## src/hw/rtl/hzc_pkg.sv

```systemverilog
package hzc_pkg;

  localparam int unsigned TEMP_W = 8;
  localparam int unsigned HUMI_W = 7;
  localparam int unsigned OFFS_W = 7;
  localparam int unsigned HYST_W = 4;
  localparam int unsigned FALL_W = 4;
  localparam int unsigned ZONE_W = 2;
  localparam int unsigned ROW_W  = 3;
  localparam int unsigned CFG_IDX_W  = 2;
  localparam int unsigned CFG_DATA_W = 7;
  localparam int unsigned IN_TDATA_W  = 16;
  localparam int unsigned OUT_TDATA_W = 8;

  localparam logic [CFG_IDX_W-1:0] CFG_IDX_OFFSET = 2'd0;
  localparam logic [CFG_IDX_W-1:0] CFG_IDX_HYST   = 2'd1;
  localparam logic [CFG_IDX_W-1:0] CFG_IDX_FALL   = 2'd2;

  localparam logic [OFFS_W-1:0] OFFSET_RST = 7'd8;
  localparam logic [HYST_W-1:0] HYST_RST   = 4'd2;
  localparam logic [FALL_W-1:0] FALL_RST   = 4'd2;

  localparam logic [ZONE_W-1:0] ZONE_I   = 2'd0;
  localparam logic [ZONE_W-1:0] ZONE_II  = 2'd1;
  localparam logic [ZONE_W-1:0] ZONE_III = 2'd2;
  localparam logic [ZONE_W-1:0] ZONE_IV  = 2'd3;

  localparam logic [HUMI_W:0] HUMI_CLAMP = 8'd99;

  localparam logic signed [TEMP_W-1:0] TEMP_EDGE0 = 8'sd18;
  localparam logic signed [TEMP_W-1:0] TEMP_EDGE1 = 8'sd23;
  localparam logic signed [TEMP_W-1:0] TEMP_EDGE2 = 8'sd27;
  localparam logic signed [TEMP_W-1:0] TEMP_EDGE3 = 8'sd32;

  typedef struct packed {
    logic [OFFS_W-1:0] humidity_offset;
    logic [HYST_W-1:0] band_hysteresis;
    logic [FALL_W-1:0] fall_margin;
  } cfg_t;

  typedef struct packed {
    logic                     auto_enabled;
    logic [HUMI_W-1:0]        humidity;
    logic signed [TEMP_W-1:0] temperature;
  } in_item_t;

  typedef struct packed {
    logic              high_lock;
    logic [ZONE_W-1:0] zone;
  } out_item_t;

  typedef struct packed {
    logic [HUMI_W-1:0] hi;
    logic [HUMI_W-1:0] mid;
    logic [HUMI_W-1:0] lo;
  } thr_t;

  function automatic logic [ROW_W-1:0] pick_row(input logic signed [TEMP_W-1:0] t);
    logic [ROW_W-1:0] row;
    if (t < TEMP_EDGE0) begin
      row = 3'd0;
    end else if (t < TEMP_EDGE1) begin
      row = 3'd1;
    end else if (t < TEMP_EDGE2) begin
      row = 3'd2;
    end else if (t < TEMP_EDGE3) begin
      row = 3'd3;
    end else begin
      row = 3'd4;
    end
    return row;
  endfunction

  function automatic thr_t row_thresholds(input logic [ROW_W-1:0] row);
    thr_t thr;
    case (row)
      3'd0:    thr = '{hi: 7'd48, mid: 7'd45, lo: 7'd40};
      3'd1:    thr = '{hi: 7'd58, mid: 7'd55, lo: 7'd50};
      3'd2:    thr = '{hi: 7'd68, mid: 7'd65, lo: 7'd60};
      3'd3:    thr = '{hi: 7'd48, mid: 7'd45, lo: 7'd40};
      default: thr = '{hi: 7'd43, mid: 7'd40, lo: 7'd35};
    endcase
    return thr;
  endfunction

endpackage

```

## src/hw/rtl/hzc_cfg.sv

```systemverilog
module hzc_cfg
  import hzc_pkg::*;
(
  input  logic                  clk,
  input  logic                  rst_n,
  input  logic                  cfg_valid,
  output logic                  cfg_ready,
  input  logic [CFG_IDX_W-1:0]  cfg_index,
  input  logic [CFG_DATA_W-1:0] cfg_data,
  output cfg_t                  cfg
);

  cfg_t cfg_r;
  cfg_t cfg_nxt;

  assign cfg_ready = 1'b1;
  assign cfg = cfg_r;

  always_comb begin
    cfg_nxt = cfg_r;
    if (cfg_valid) begin
      unique case (cfg_index)
        CFG_IDX_OFFSET: cfg_nxt.humidity_offset = cfg_data;
        CFG_IDX_HYST:   cfg_nxt.band_hysteresis = cfg_data[HYST_W-1:0];
        CFG_IDX_FALL:   cfg_nxt.fall_margin     = cfg_data[FALL_W-1:0];
        default:        cfg_nxt = cfg_r;
      endcase
    end
  end

  always_ff @(posedge clk) begin
    if (!rst_n) begin
      cfg_r <= '{humidity_offset: OFFSET_RST, band_hysteresis: HYST_RST,
                 fall_margin: FALL_RST};
    end else begin
      cfg_r <= cfg_nxt;
    end
  end

endmodule

```

## src/hw/rtl/hzc_core.sv

```systemverilog
module hzc_core
  import hzc_pkg::*;
(
  input  logic      clk,
  input  logic      rst_n,
  input  logic      step,
  input  in_item_t  item,
  input  cfg_t      cfg,
  output out_item_t res
);

  logic [ZONE_W-1:0] zone_r, zone_nxt;
  logic [HUMI_W-1:0] peak_r, peak_nxt;
  logic              lock_r, lock_nxt;

  logic [HUMI_W:0]   sum;
  logic [HUMI_W-1:0] fin;
  thr_t              thr;
  logic [HUMI_W:0]   hyst;
  logic [HUMI_W:0]   hi_up, mid_up, lo_up, lo_dn;
  logic [ZONE_W-1:0] calc;
  logic [HUMI_W-1:0] drop;

  always_comb begin
    sum  = {1'b0, item.humidity} + {1'b0, cfg.humidity_offset};
    fin  = (sum > HUMI_CLAMP) ? HUMI_CLAMP[HUMI_W-1:0] : sum[HUMI_W-1:0];
    thr  = row_thresholds(pick_row(item.temperature));
    hyst = {{(HUMI_W+1-HYST_W){1'b0}}, cfg.band_hysteresis};
    hi_up  = {1'b0, thr.hi}  + hyst;
    mid_up = {1'b0, thr.mid} + hyst;
    lo_up  = {1'b0, thr.lo}  + hyst;
    lo_dn  = {1'b0, thr.lo}  - hyst;
    drop   = (peak_r > fin) ? (peak_r - fin) : '0;

    zone_nxt = zone_r;
    peak_nxt = peak_r;
    lock_nxt = 1'b0;
    calc     = zone_r;

    if (item.auto_enabled) begin
      lock_nxt = lock_r;
      if ({1'b0, fin} >= hi_up) begin
        calc     = ZONE_IV;
        lock_nxt = 1'b1;
      end else if ({1'b0, fin} >= mid_up) begin
        calc = ZONE_III;
      end else if ({1'b0, fin} >= lo_up) begin
        calc = ZONE_II;
      end else if ({1'b0, fin} <= lo_dn) begin
        calc = ZONE_I;
      end

      if (lock_nxt && (calc < ZONE_III)) begin
        calc = ZONE_III;
      end

      if (calc > zone_r) begin
        zone_nxt = calc;
        peak_nxt = fin;
      end else if (calc == zone_r) begin
        if (fin > peak_r) begin
          peak_nxt = fin;
        end
      end else if (drop >= {{(HUMI_W-FALL_W){1'b0}}, cfg.fall_margin}) begin
        zone_nxt = calc;
        peak_nxt = fin;
      end
    end

    res = '{high_lock: lock_nxt, zone: zone_nxt};
  end

  always_ff @(posedge clk) begin
    if (!rst_n) begin
      zone_r <= ZONE_I;
      peak_r <= '0;
      lock_r <= 1'b0;
    end else if (step) begin
      zone_r <= zone_nxt;
      peak_r <= peak_nxt;
      lock_r <= lock_nxt;
    end
  end

endmodule

```

## src/hw/rtl/humidity_zone_classifier.sv

```systemverilog
// Path: a result passes through the input register and then the output register on its
// way to the output, and is held back while the output is stalled.
// Throughput: one item per cycle while the output is not stalled; the zone state is updated
// when an item moves from the input register to the output register.
// Reset: synchronous active-low rst_n empties both registers, sets zone I with
// zero peak and no lock, and loads the register defaults.
module humidity_zone_classifier
  import hzc_pkg::*;
(
  input  logic                   clk,
  input  logic                   rst_n,
  input  logic                   in_tvalid,
  output logic                   in_tready,
  // temperature[7:0], humidity[14:8], auto_enabled[15]
  input  logic [IN_TDATA_W-1:0]  in_tdata,
  output logic                   out_tvalid,
  input  logic                   out_tready,
  // zone[1:0], high_lock[2], zero padding[7:3]
  output logic [OUT_TDATA_W-1:0] out_tdata,
  input  logic                   cfg_valid,
  output logic                   cfg_ready,
  input  logic [CFG_IDX_W-1:0]   cfg_index,
  input  logic [CFG_DATA_W-1:0]  cfg_data
);

  cfg_t      cfg;
  in_item_t  item_r;
  logic      item_valid_r;
  out_item_t res;
  out_item_t res_r;
  logic      out_valid_r;
  logic      out_free;
  logic      step;

  assign out_free  = !out_valid_r || out_tready;
  assign step      = item_valid_r && out_free;
  assign in_tready = !item_valid_r || out_free;

  hzc_cfg u_cfg (
    .clk       (clk),
    .rst_n     (rst_n),
    .cfg_valid (cfg_valid),
    .cfg_ready (cfg_ready),
    .cfg_index (cfg_index),
    .cfg_data  (cfg_data),
    .cfg       (cfg)
  );

  hzc_core u_core (
    .clk   (clk),
    .rst_n (rst_n),
    .step  (step),
    .item  (item_r),
    .cfg   (cfg),
    .res   (res)
  );

  always_ff @(posedge clk) begin
    if (!rst_n) begin
      item_valid_r <= 1'b0;
      out_valid_r  <= 1'b0;
    end else begin
      if (in_tready) begin
        item_valid_r <= in_tvalid;
      end
      if (out_free) begin
        out_valid_r <= item_valid_r;
      end
    end
  end

  always_ff @(posedge clk) begin
    if (in_tvalid && in_tready) begin
      item_r <= in_tdata;
    end
    if (step) begin
      res_r <= res;
    end
  end

  assign out_tvalid = out_valid_r;
  assign out_tdata  = {{(OUT_TDATA_W-$bits(out_item_t)){1'b0}}, res_r};

endmodule

```

## config.mk

```make
export PLATFORM = sky130hd
export DESIGN_NAME = humidity_zone_classifier
export DESIGN_NICKNAME = d
export VERILOG_FILES = /design/src/hw/rtl/hzc_pkg.sv /design/src/hw/rtl/hzc_cfg.sv /design/src/hw/rtl/hzc_core.sv /design/src/hw/rtl/humidity_zone_classifier.sv
export SDC_FILE = /design/constraint.sdc
export NUM_CORES = 1
export LEC_CHECK = 0
export CAP_MARGIN = 20
export CORE_ASPECT_RATIO = 1.2
export CORE_UTILIZATION = 61
export DETAILED_ROUTE_END_ITERATION = 8
export DONT_BUFFER_PORTS = 1
export GPL_TIMING_DRIVEN = 0
export HOLD_SLACK_MARGIN = 0.08
export PLACE_DENSITY = 0.88
export REMOVE_ABC_BUFFERS = 1
export SLEW_MARGIN = 25
export SYNTH_ARGS = -nofsm -noshare
export SYNTH_HDL_FRONTEND = slang
export SYNTH_SLANG_ARGS = --single-unit
```

## constraint.sdc

```tcl
create_clock -name clk -period 7.7 [get_ports clk]
set_input_delay 0.385 -clock clk [delete_from_list [all_inputs] [get_ports clk]]
set_output_delay 0.385 -clock clk [all_outputs]
set_load 0.02 [all_outputs]
```

==> Implementation_results.wiki <==
{| class="wikitable"
! Metric !! Value
|-
| Root buffer selected by CTS || sky130_fd_sc_hd__clkbuf_8
|-
| Busiest grt layer || met2
|-
| Hold Path Cell Cnt || 1
|-
| GR Layer Usage met3 || 3.68%
|-
| Maximum clock path buffer count || 2
|-
| Post-CTS Repair Setup Buffers || 0
|-
| Via-to-Cell Ratio || slightly above 6
|-
| Clock buffers created by TritonCTS || 5
|-
| Min cycle time layout || 6.50 ns
|-
| CP bufs+invs || 1
|-
| Antenna violations before repair || 0
|-
| Number of slew-limit violations in the final report || 0
|-
| Number of cells produced by synthesis || 412
|-
| Number of nets in the final layout || a little over 500
|-
| Via total after detailed routing || around 3000
|-
| Maximum vdd drop || around 130 uV
|-
| Clock Sinks || 46
|-
| Number of buffer cells added on primary ports || 0
|-
| Critical Path Source || item_r[12]$_DFFE_PP_
|-
| Area occupied by multi-input gates || approximately 2500 um2
|-
| Top cells by instance count after synthesis || sky130_fd_sc_hd__ha_1, sky130_fd_sc_hd__nor2_1, sky130_fd_sc_hd__inv_1
|-
| Most common cell in the synthesized netlist || sky130_fd_sc_hd__ha_1
|-
| Clock tree from TritonCTS || done
|-
| HPWL after detailed placement || between 6000 and 7000 um
|-
| Post-route clock period utilization || 84.4%
|-
| DIE AREA || 6480 um2
|-
| Area of all sequential standard cells || roughly 1100 um2
|-
| Vias in the first global route || roughly 3000
|-
| Average wire length per cell after detail routing || ~17 um
|-
| Gpl congestion || between 0.9 and 1
|-
| Register area share after synthesis || between 20% and 30%
|-
| Number of inserted filler cells in the final layout || 453
|-
| H-Tree Level Count || 2
|-
| Syn_area_per_cell || ~9.1 um2
|-
| Maximum number of pins on one net before global-route repair || 24
|-
| Fin Setup TNS || 0 ns
|-
| Number of distinct library cells after synthesis || 60
|-
| Area of the placeable core || 5780 um2
|-
| Clk network pwr share || 23.9%
|-
| Combinational fraction of design power || a little over a third
|-
| Startpoint of the most critical register-to-register path || item_r[12]$_DFFE_PP_
|-
| F_max || approximately 150 MHz
|-
| Routing usage on met1 || 31.5%
|-
| Number of primary I/O pins || just over 40
|-
| Count of maximum capacitance violations || 0
|-
| Class of the most critical hold timing path || in2reg
|-
| Ratio of cells with drive above 1 in the final layout || under 10%
|-
| Final routed wirelength across all metal layers || roughly 8200 um
|-
| Dominant register cell in the synthesized netlist || sky130_fd_sc_hd__dfxtp_1
|-
| Length of the first detailed-routing pass in iterations || 4
|-
| Total GRT Usage || between 20% and 30%
|-
| # DRC || 0
|-
| Internal power || ~460 uW
|-
| Post-DRT Antenna Nets || 0
|-
| Met2 track utilization from global routing || 50.2%
|-
| Register-to-register setup slack || 1.20 ns
|-
| Later-pin clock latency in the skew report || about 0.31 ns
|-
| WP data arrival || 6.71 ns
|-
| Cell at the slowest stage of the critical path || sky130_fd_sc_hd__mux2i_1
|-
| Outcome || completed
|-
| CP max stage delay || slightly below 0.8 ns
|-
| Critical path destination || u_core.peak_r[1]$_SDFFE_PN0P_
|-
| Areal power density over the cells || 181 nW/um2
|-
| Net switching power || roughly 250 uW
|-
| Main area contributors after synthesis || sky130_fd_sc_hd__ha_1, sky130_fd_sc_hd__edfxtp_1, sky130_fd_sc_hd__dfxtp_1
|-
| Fraction of synthesized cell area taken by the top area cell type || between 10% and 20%
|-
| Post-synthesis cell type with the largest combined area || sky130_fd_sc_hd__ha_1
|-
| Final cell utilization of the core || between 60% and 70%
|-
| Final Hold Fails || 0
|-
| Leftover overflow at the end of global routing || 0
|-
| Die boundary height || 88.0 um
|-
| Number of cells traversed by the worst register-to-register path || 22
|-
| Die boundary width || between 70 and 80 um
|-
| Stages on worst setup path || 22
|-
| Post-synthesis instance area || 3760 um2
|-
| Number of synthesized flops with an enable pin || 19
|-
| Kind of launch point of the worst setup path || register
|-
| Worst relative slew slack || between 30% and 40%
|-
| Worst clock skew || 0.00774 ns
|-
| Number of placement rows || 30
|-
| Total inserted antenna cells || 0
|-
| Number of warnings issued by yosys || 0
|-
| FFs w/ async S/R, synth || 0%
|-
| Area Growth Syn to Fin || 4.43%
|-
| RSZ-0062 raised after global routing || no
|-
| Number of DRC violations after detailed-routing iteration 0 || 139
|-
| # setup viols final || 0
|-
| Critical path endpoint category || register
|-
| Endpoint of the most critical register-to-register path || u_core.peak_r[1]$_SDFFE_PN0P_
|-
| Initial core utilization || about two thirds
|-
| Critical path data required time || 7.92 ns
|-
| Number of gates resized after cts || 0
|-
| Part of the power in registers || 39.7%
|-
| Switching part of the total || between 30% and 40%
|-
| Top Family by Delay on Critical Path || compound AO/OA/AOI/OAI gates
|-
| Pleak || between 1.5 and 2 nW
|-
| First-pass GRT wire length || 13500 um
|-
| # hold bufs at CTS || 0
|-
| FF+latch count, synth || 46
|-
| Critical Path, Cell by Cell || ha_1, and3_1, a22oi_1, and2b_1, mux2i_1, o21ai_0, nand2_1, inv_1, ha_1, and3_1, o21a_1, a2111oi_2, o22ai_1, and3_1, or4_4, ha_1, a211oi_1, o31ai_1, nand2b_1, o31a_1, nand2_1, a211oi_1
|-
| Clock transition at path regs || 0.09 ns
|-
| Worst slew pin tran || 0.989 ns
|-
| CP Max Fanout || 9
|-
| Type of the worst setup path || reg2reg
|}
[metrics by stage]
step	std cells	worst slack (ns)	hold WS, ns	total power [mW]	area (um2)
after CTS	494	1.32	0.140	0.708	3930
after floorplan	406	2.18	0.447	0.484	3710
final	494	1.20	0.139	0.711	3930
after global placement	486	1.55	0.449	0.526	3810
after detailed placement	486	1.36	0.451	0.541	3820
after global routing	494	0.726	0.145	0.753	3930
[state kept, by name (all words and copies together) (netlist names)]
signal and flops:
item_valid_r 1, out_tdata 3, item_r 16, u_core.zone_r 2
out_tvalid 1, u_core.peak_r 7, u_core.lock_r 1, u_cfg.cfg 15
[worst reg2reg max path, delay by kind of cell (launching register included)]
kind	cells	cell delay [ns]
mux	1	0.78
flops	1	0.37
buf+inv	1	0.14
simple gates	8	1.86
compound gates	9	2.16
fa+ha+maj	3	1.10
[how the worst min path moves through the flow]
| stage | to | slack (ns) | start |
|---|---|---|---|
| after floorplan | u_cfg.cfg[11]$_SDFFE_PN1P_ | 0.45 | rst_n |
| after global placement | u_cfg.cfg[11]$_SDFFE_PN1P_ | 0.45 | rst_n |
| after detailed placement | u_cfg.cfg[5]$_SDFFE_PN1P_ | 0.45 | rst_n |
| after CTS | u_cfg.cfg[5]$_SDFFE_PN1P_ | 0.14 | rst_n |
| after global routing | u_cfg.cfg[5]$_SDFFE_PN1P_ | 0.14 | rst_n |
| final | u_cfg.cfg[5]$_SDFFE_PN1P_ | 0.14 | rst_n |
[logic make-up (layout without fill, tap and decap cells)]
kind of cell / count (synthesis) / in the layout / synth area share [%]
AO/OA/AOI/OAI: 108 / 108 / 20.1
multiplexers: 16 / 16 / 4.29
AND/OR/NAND/NOR: 116 / 116 / 15.5
XOR/XNOR: 16 / 16 / 3.73
adder cells (fa/ha/maj): 61 / 61 / 21.3
flip-flops: 46 / 46 / 29.6
other: 2 / 6 / 0.200
buffers and inverters: 47 / 45 / 5.33
[layout make-up]
cell class                 instances  area share, %
clock buffer                       6           2.39
sequential                        46           28.3
tap                               80           2.55
inverter                          37           3.54
clock inverter                     2          0.351
multi-input combinational        323           62.9
[cells in the final DEF, fill, tap and decap left out, drive strengths merged, types with 6 or more instances in the layout]
master  synthesis  routed
a21o           17      17
a211oi          8       8
mux2i          15      15
clkbuf          2       6
nand2b          8       8
dfxtp          27      27
conb            2       6
edfxtp         19      19
nand3           8       8
ha             56      56
xnor2          14      14
nor2           38      38
inv            37      38
nor3           11      11
nand2          19      19
a21oi          28      28
nor2b           8       8
o21ai          23      23
[metal layers]
metal	wire length, um	vias to the layer above
li1	-	1472
met4	178	0
met5	0	-
met2	4330	85
met3	307	18
met1	3350	1474
[power groups by stage]
stage / Combinational [mW] / Sequential [mW] / Clock (mW)
floorplan: 0.199 / 0.285 / 0
global placement: 0.238 / 0.287 / 0
detailed placement: 0.253 / 0.288 / 0
CTS: 0.256 / 0.282 / 0.170
global route: 0.289 / 0.285 / 0.179
finish: 0.259 / 0.283 / 0.170
(Power assumes the default switching activity.)
